`config.mk`:
```
export PLATFORM = sky130hd
export DESIGN_NAME = ecfl_ctrl
export DESIGN_NICKNAME = d
export VERILOG_FILES = /design/src/hw/rtl/ecfl_pkg.sv /design/src/hw/rtl/ecfl_ctrl.sv
export VERILOG_INCLUDE_DIRS = /design/src /design/src/hw/rtl
export SDC_FILE = /design/constraint.sdc
export NUM_CORES = 1
export LEC_CHECK = 0
export BUFFER_PORTS_ARGS = -buffer_cell sky130_fd_sc_hd__buf_2
export CAP_MARGIN = 0
export CORE_AREA = 2 2 43 45
export CTS_CLUSTER_DIAMETER = 60
export DETAILED_ROUTE_END_ITERATION = 12
export DIE_AREA = 0 0 45 47
export HOLD_SLACK_MARGIN = 0.06
export PLACE_DENSITY = 0.75
export SETUP_SLACK_MARGIN = 0.2
export SYNTH_ARGS = -nofsm -noshare
export SYNTH_HDL_FRONTEND = slang
export SYNTH_SLANG_ARGS = --single-unit
```
`constraint.sdc`:
```
create_clock -name clk -period 2.1 [get_ports clk]
set_input_delay 0.42 -clock clk [delete_from_list [all_inputs] [get_ports clk]]
set_output_delay 0.42 -clock clk [all_outputs]
set_load 0.02 [all_outputs]
```
`src/hw/rtl/edge_centroid_feedback_loop_defines.svh`:
```
// ----------------------------------------------------------------------------
// Edge centroid feedback loop: assertion macros
// Checking macros used by the controller; they reduce to nothing in synthesis builds.
// ----------------------------------------------------------------------------
`ifndef EDGE_CENTROID_FEEDBACK_LOOP_DEFINES_SVH
`define EDGE_CENTROID_FEEDBACK_LOOP_DEFINES_SVH
`ifndef SYNTHESIS
// condition must hold at every edge out of reset
`define ECFL_ASSERT(lbl, cond, msg) \
  lbl: assert property (@(posedge clk) disable iff (!rst_n) (cond)) else $error(msg);
// consequent in the same cycle
`define ECFL_ASSERT_IMP(lbl, ante, cons, msg) \
  lbl: assert property (@(posedge clk) disable iff (!rst_n) (ante) |-> (cons)) else $error(msg);
// consequent in the next cycle
`define ECFL_ASSERT_NXT(lbl, ante, cons, msg) \
  lbl: assert property (@(posedge clk) disable iff (!rst_n) (ante) |=> (cons)) else $error(msg);
`else
`define ECFL_ASSERT(lbl, cond, msg)
`define ECFL_ASSERT_IMP(lbl, ante, cons, msg)
`define ECFL_ASSERT_NXT(lbl, ante, cons, msg)
`endif
`endif

```
`src/hw/rtl/ecfl_pkg.sv`:
```
// ----------------------------------------------------------------------------
// Edge centroid feedback loop: package
// Widths, register indexes and the command/status words between the
// controller and the datapath.
// ----------------------------------------------------------------------------
package ecfl_pkg;

  // frame and sample geometry
  localparam int FRAME_LENGTH    = 16384;
  localparam int SAMPLE_BITS     = 14;
  localparam int SAT_TAP_SPACING = 10;
  localparam int DLY_DEPTH       = 4 * SAT_TAP_SPACING + 1;
  localparam int POS_W           = $clog2(FRAME_LENGTH);

  // accumulator and result widths
  localparam int EDGE_W      = 15;
  localparam int OFFS_W      = 28;
  localparam int FRAC_BITS   = 8;                 // Q.8 centre error
  localparam int QUO_W       = OFFS_W + FRAC_BITS;
  localparam int CERR_FULL_W = QUO_W + 1;
  localparam int CERR_W      = 23;
  localparam int DECAY_W     = 16;
  localparam int GAIN_W      = 32;
  localparam int HIST_W      = 40;
  localparam int HIST_SPLIT  = 16;
  localparam int DRV_SHIFT   = 24;
  localparam int DRIVE_W     = 18;
  localparam int DRIVE_ONE   = 1 << (DRIVE_W - 2);

  // divider sequencing
  localparam int DIV_STEPS = QUO_W;
  localparam int DIV_CNT_W = $clog2(DIV_STEPS);

  // configuration port
  localparam int CFG_IDX_W  = 3;
  localparam int CFG_DATA_W = 32;

  typedef enum logic [CFG_IDX_W-1:0] {
    REG_EDGE_THRESHOLD   = 3'd0,
    REG_SATURATION_LEVEL = 3'd1,
    REG_WINDOW_START     = 3'd2,
    REG_WINDOW_END       = 3'd3,
    REG_MIN_EDGES        = 3'd4,
    REG_CENTER_OFFSET    = 3'd5,
    REG_DECAY            = 3'd6,
    REG_GAIN             = 3'd7
  } cfg_reg_t;

  // controller to datapath
  typedef struct packed {
    logic accept;
    logic div_init;
    logic div_step;
    logic hist_mul;
    logic hist_add;
    logic drv_mul;
    logic drv_sum;
    logic drv_add;
    logic load_out;
  } ecfl_cmd_t;

  // datapath to controller
  typedef struct packed {
    logic end_hit;
    logic frame_ok;
  } ecfl_sts_t;

endpackage

```
`src/hw/rtl/ecfl_ctrl.sv`:
```
// ----------------------------------------------------------------------------
// Edge centroid feedback loop: controller
// Sequences the frame-end divide, integrator and drive update, and owns the
// word handshakes on both channels.
// ----------------------------------------------------------------------------
`include "edge_centroid_feedback_loop_defines.svh"

module ecfl_ctrl import ecfl_pkg::*; (
  input  logic      clk,
  input  logic      rst_n,
  input  logic      in_valid,
  output logic      in_ready,
  output logic      out_valid,
  input  logic      out_ready,
  input  ecfl_sts_t sts,
  output ecfl_cmd_t cmd
);

  typedef enum logic [8:0] {
    ST_IDLE     = 9'b000000001,
    ST_DIV_INIT = 9'b000000010,
    ST_DIV      = 9'b000000100,
    ST_HIST_MUL = 9'b000001000,
    ST_HIST_ADD = 9'b000010000,
    ST_DRV_MUL  = 9'b000100000,
    ST_DRV_SUM  = 9'b001000000,
    ST_DRV_ADD  = 9'b010000000,
    ST_LOAD     = 9'b100000000
  } state_t;

  state_t               state_r, state_nxt;
  logic [DIV_CNT_W-1:0] div_cnt_r, div_cnt_nxt;
  logic                 out_valid_r, out_valid_nxt;

  // samples flow only while no frame-end work is pending
  assign in_ready  = (state_r == ST_IDLE);
  assign out_valid = out_valid_r;

  // next state and commands
  always_comb begin
    state_nxt     = state_r;
    div_cnt_nxt   = div_cnt_r;
    out_valid_nxt = out_valid_r;
    cmd           = '0;
    cmd.accept    = in_valid && in_ready;
    if (out_valid_r && out_ready) begin
      out_valid_nxt = 1'b0;
    end
    unique case (state_r)
      ST_IDLE: begin
        if (cmd.accept && sts.end_hit) begin
          state_nxt = ST_DIV_INIT;
        end
      end
      ST_DIV_INIT: begin
        cmd.div_init = 1'b1;
        div_cnt_nxt  = '0;
        state_nxt    = ST_DIV;
      end
      ST_DIV: begin
        cmd.div_step = 1'b1;
        div_cnt_nxt  = div_cnt_r + 1'b1;
        if (div_cnt_r == DIV_CNT_W'(DIV_STEPS - 1)) begin
          state_nxt = sts.frame_ok ? ST_HIST_MUL : ST_LOAD;
        end
      end
      ST_HIST_MUL: begin
        cmd.hist_mul = 1'b1;
        state_nxt    = ST_HIST_ADD;
      end
      ST_HIST_ADD: begin
        cmd.hist_add = 1'b1;
        state_nxt    = ST_DRV_MUL;
      end
      ST_DRV_MUL: begin
        cmd.drv_mul = 1'b1;
        state_nxt   = ST_DRV_SUM;
      end
      ST_DRV_SUM: begin
        cmd.drv_sum = 1'b1;
        state_nxt   = ST_DRV_ADD;
      end
      ST_DRV_ADD: begin
        cmd.drv_add = 1'b1;
        state_nxt   = ST_LOAD;
      end
      ST_LOAD: begin
        // wait for the output register to be free
        if (!out_valid_r || out_ready) begin
          cmd.load_out  = 1'b1;
          out_valid_nxt = 1'b1;
          state_nxt     = ST_IDLE;
        end
      end
      default: state_nxt = ST_IDLE;
    endcase
  end

  always_ff @(posedge clk) begin
    if (!rst_n) begin
      state_r     <= ST_IDLE;
      div_cnt_r   <= '0;
      out_valid_r <= 1'b0;
    end else begin
      state_r     <= state_nxt;
      div_cnt_r   <= div_cnt_nxt;
      out_valid_r <= out_valid_nxt;
    end
  end

  // a pending result word is never overwritten
  `ECFL_ASSERT_IMP(a_no_overwrite, cmd.load_out, !out_valid_r || out_ready, "result overwritten")
  // the window-end sample always starts the frame-end sequence
  `ECFL_ASSERT_NXT(a_end_starts_div, cmd.accept && sts.end_hit, state_r == ST_DIV_INIT, "end missed")
  // divider step count stays inside its range
  `ECFL_ASSERT_IMP(a_div_bound, state_r == ST_DIV, div_cnt_r < DIV_CNT_W'(DIV_STEPS), "div overrun")

endmodule

```
==> results.sh <==
export IMPL_status="complete, but fails checks"
export IMPL_violations="setup timing"
export IMPL_rsz0062_at_grt="yes"
export IMPL_synth_avg_cell_area_um2=8.06
export IMPL_hpwl_um=1420
export IMPL_endpoint_kind="output pin"
export IMPL_n_antenna_cell=0
export IMPL_rr_startpoint="state_r[4]$_SDFFE_PN0P_"
export IMPL_seqPwrFrac_pct=33.2
export IMPL_cts_tree="built"
export IMPL_min_from="rst_n"
export IMPL_grt_overflow=0
export IMPL_p_comb_share_pct=52.9
export IMPL_syn_inst=101
export IMPL_critical_path_required_ps=1680
export IMPL_grt_use_total_pct=21.8
export IMPL_max_freq_mhz=473
export IMPL_power_density_nw_per_um2=969
export IMPL_pre_cts_slack_ps=164
export IMPL_max_slew_margin_pct=69.4
export IMPL_io_pins=17
export IMPL_route_vias_total=904
export IMPL_maxCapViolCount=0
export IMPL_drt_total_wl_um=2260
export IMPL_setup_ws_ps=-13.9
export IMPL_fin_crit_sh_pct=101
export IMPL_placed_cells=139
export IMPL_clk_pin_slew_ps=90
export IMPL_worstPathArrival_ps=1690
export IMPL_dieArea_um2=2120
export IMPL_skew_ps=5.90
export IMPL_numCtsBuffers=3
export IMPL_die_w_um=45
export IMPL_ys_warn_count=0
export IMPL_post_drt_via_cell_ratio=5.99
export IMPL_core_area_um2=1650
export IMPL_drtPass1Iterations=5
export IMPL_final_antenna_net_count=0
export IMPL_routedWlPerCell_um=14.9
export IMPL_finalCriticalPeriod_ps=2110
export IMPL_synth_edf_count=0
export IMPL_fp_row_count=15
export IMPL_die_h_um=47
export IMPL_fin_cells=151
export IMPL_grt_pass1_wl_um=3330
export IMPL_synth_top_cell_by_area="dfxtp_1"
export IMPL_synth_distinct_cells=31
export IMPL_r2r_setup_slack_ps=120
export IMPL_syn_nets=108
export IMPL_finalMaxSlewViolations=0
export IMPL_leakagePower_nw=0.516
export IMPL_initial_core_util_pct=49.3
export IMPL_ys_flop_type="dfxtp_1"
export IMPL_p_clk_share_pct=14.0
export IMPL_insertion_delay_ps=290
export IMPL_crit_fanout=3
export IMPL_startpoint_type="register"
export IMPL_post_dp_cell_area_um2=952
export IMPL_root_buffer="clkbuf_4"
export IMPL_cts_buffer_depth=2
export IMPL_synth_async_reset_ratio_pct=0
export IMPL_grt_max_degree=9
export IMPL_drt_initial_drc_count=23
export IMPL_worstMarginPinSlew_ps=454
export IMPL_ir_drop_mv=0.563
export IMPL_ctsHoldBuffers=0
export IMPL_antenna_found_initial=0
export IMPL_numPortBuffers=16
export IMPL_syn_area_um2=815
export IMPL_drc_errors=0
export IMPL_nets=143
export IMPL_ys_top_cells_by_count="17 x nor2_1, 16 x dfxtp_1, 9 x nand2_1, 9 x nor3_1, 6 x inv_1"
export IMPL_swShare_pct=40.3
export IMPL_min_path_cells=2
export IMPL_area_growth_pct=48.2
export IMPL_globalplace_congestion=0.843
export IMPL_layout_drive_gt1_share_pct=44.8
export IMPL_finalHoldViolCount=0
export IMPL_synth_seq_area_share_pct=39.3
export IMPL_critPathKind="reg2out"
export IMPL_grt_pass1_vias=735
export IMPL_ff2ff_path_depth=6
export IMPL_power_switching_uw=471
export IMPL_yosysMostFrequentCell="nor2_1"
export IMPL_critPathLaunch="state_r[4]$_SDFFE_PN0P_"
export IMPL_holdPathEnd="div_cnt_r[3]$_SDFFE_PN0P_"
export IMPL_rr_endpoint="state_r[6]$_SDFFE_PN0P_"
export IMPL_hold_path_class="in2reg"
export IMPL_synth_top_cell_area_share_pct=39.3
export IMPL_final_area_um2=1210
export IMPL_synth_area_top_cells="dfxtp_1 39%, nor2_1 7.8%, nor3_1 5.5%"
export IMPL_p_int_uw=699
export IMPL_clkSinkCount=16
export IMPL_htree_levels=1
export IMPL_synth_seq_cells=16
export IMPL_setup_viol=1
## worst max-delay path by stage
| stage | endpoint |
|---|---|
| global route | cmd[6] |
| global placement | cmd[6] |
| finish | cmd[6] |
| detailed placement | cmd[6] |
| CTS | cmd[6] |
| floorplan | state_r[6]$_SDFFE_PN0P_ |
## routing by layer
layer	wire length (µm)	track usage (%)
met3	157	3.08
met1	931	28.9
met4	36	8.82
met2	1130	36.0
met5	0	0
## cell families (layout without fill, tap and decap cells)
group	after synthesis	in the layout	synth area share, %
AO/OA/AOI/OAI	15	15	13.8
adder cells (fa/ha/maj)	1	1	1.54
buffers and inverters	9	42	6.14
flip-flops	16	16	39.3
AND/OR/NAND/NOR	60	60	39.2
## state kept, by name, indices dropped and copies added, names as in the netlist
name,flops
div_cnt_r,6
out_valid,1
state_r,9
## worst max-delay path: stages, from the launching register on
cell,delay [ps]
dfxtp_2,330
or4_4,540
or3_4,370
clkinv_4,60
buf_6,100
## metrics by stage
step / util (%) / TNS, ps / power [mW] / hold slack [ps]
6_report: 73.1 / -13.9 / 1.17 / 382
5_1_grt: 73.1 / -51.6 / 1.23 / 389
4_1_cts: 62.9 / -37.0 / 1.02 / 379
3_5_place_dp: 57.7 / 0 / 0.793 / 491
3_3_place_gp: 57.7 / 0 / 0.780 / 488
2_1_floorplan: - / 0 / 0.667 / 466
## timing repair
action | CTS | global route
pin swaps | 2 | 6
setup endpoints to repair | 18 | 22
resized for setup | 11 | 37
setup buffers | 4 | 5
## cells in the final DEF, fill, tap and decap left out, types with 2 or more instances in the layout
cell type  netlist  final
a211oi_1         2      2
a21oi_1          2      2
a311oi_1         2      2
buf_2            0      7
buf_4            0     15
buf_6            2     10
clkbuf_4         0      3
dfxtp_1         16     11
dfxtp_2          0      4
inv_1            6      5
nand2_1          9      9
nand3_1          4      3
nand4_1          2      2
nand4b_1         4      4
nor2_1          17     16
nor2b_1          3      3
nor3_1           9      5
nor3_4           0      3
nor4_4           0      2
o21ai_2          0      2
or3_4            0      2
## power groups by stage
stage	Combinational, mW	Sequential (mW)	Clock, mW
final	0.619	0.388	0.163
after global routing	0.660	0.394	0.174
after CTS	0.485	0.374	0.160
after detailed placement	0.419	0.374	0
after global placement	0.409	0.371	0
after floorplan	0.292	0.375	0
## final cells by class
| class | count | area (µm²) |
|---|---|---|
| tap | 17 | 21.3 |
| sequential | 16 | 329 |
| clock buffer | 3 | 22.5 |
| fill | 114 | 444 |
| inverter | 7 | 31.3 |
| multi-input combinational | 76 | 543 |
| timing repair buffer | 32 | 260 |
(Power assumes the default switching activity.)
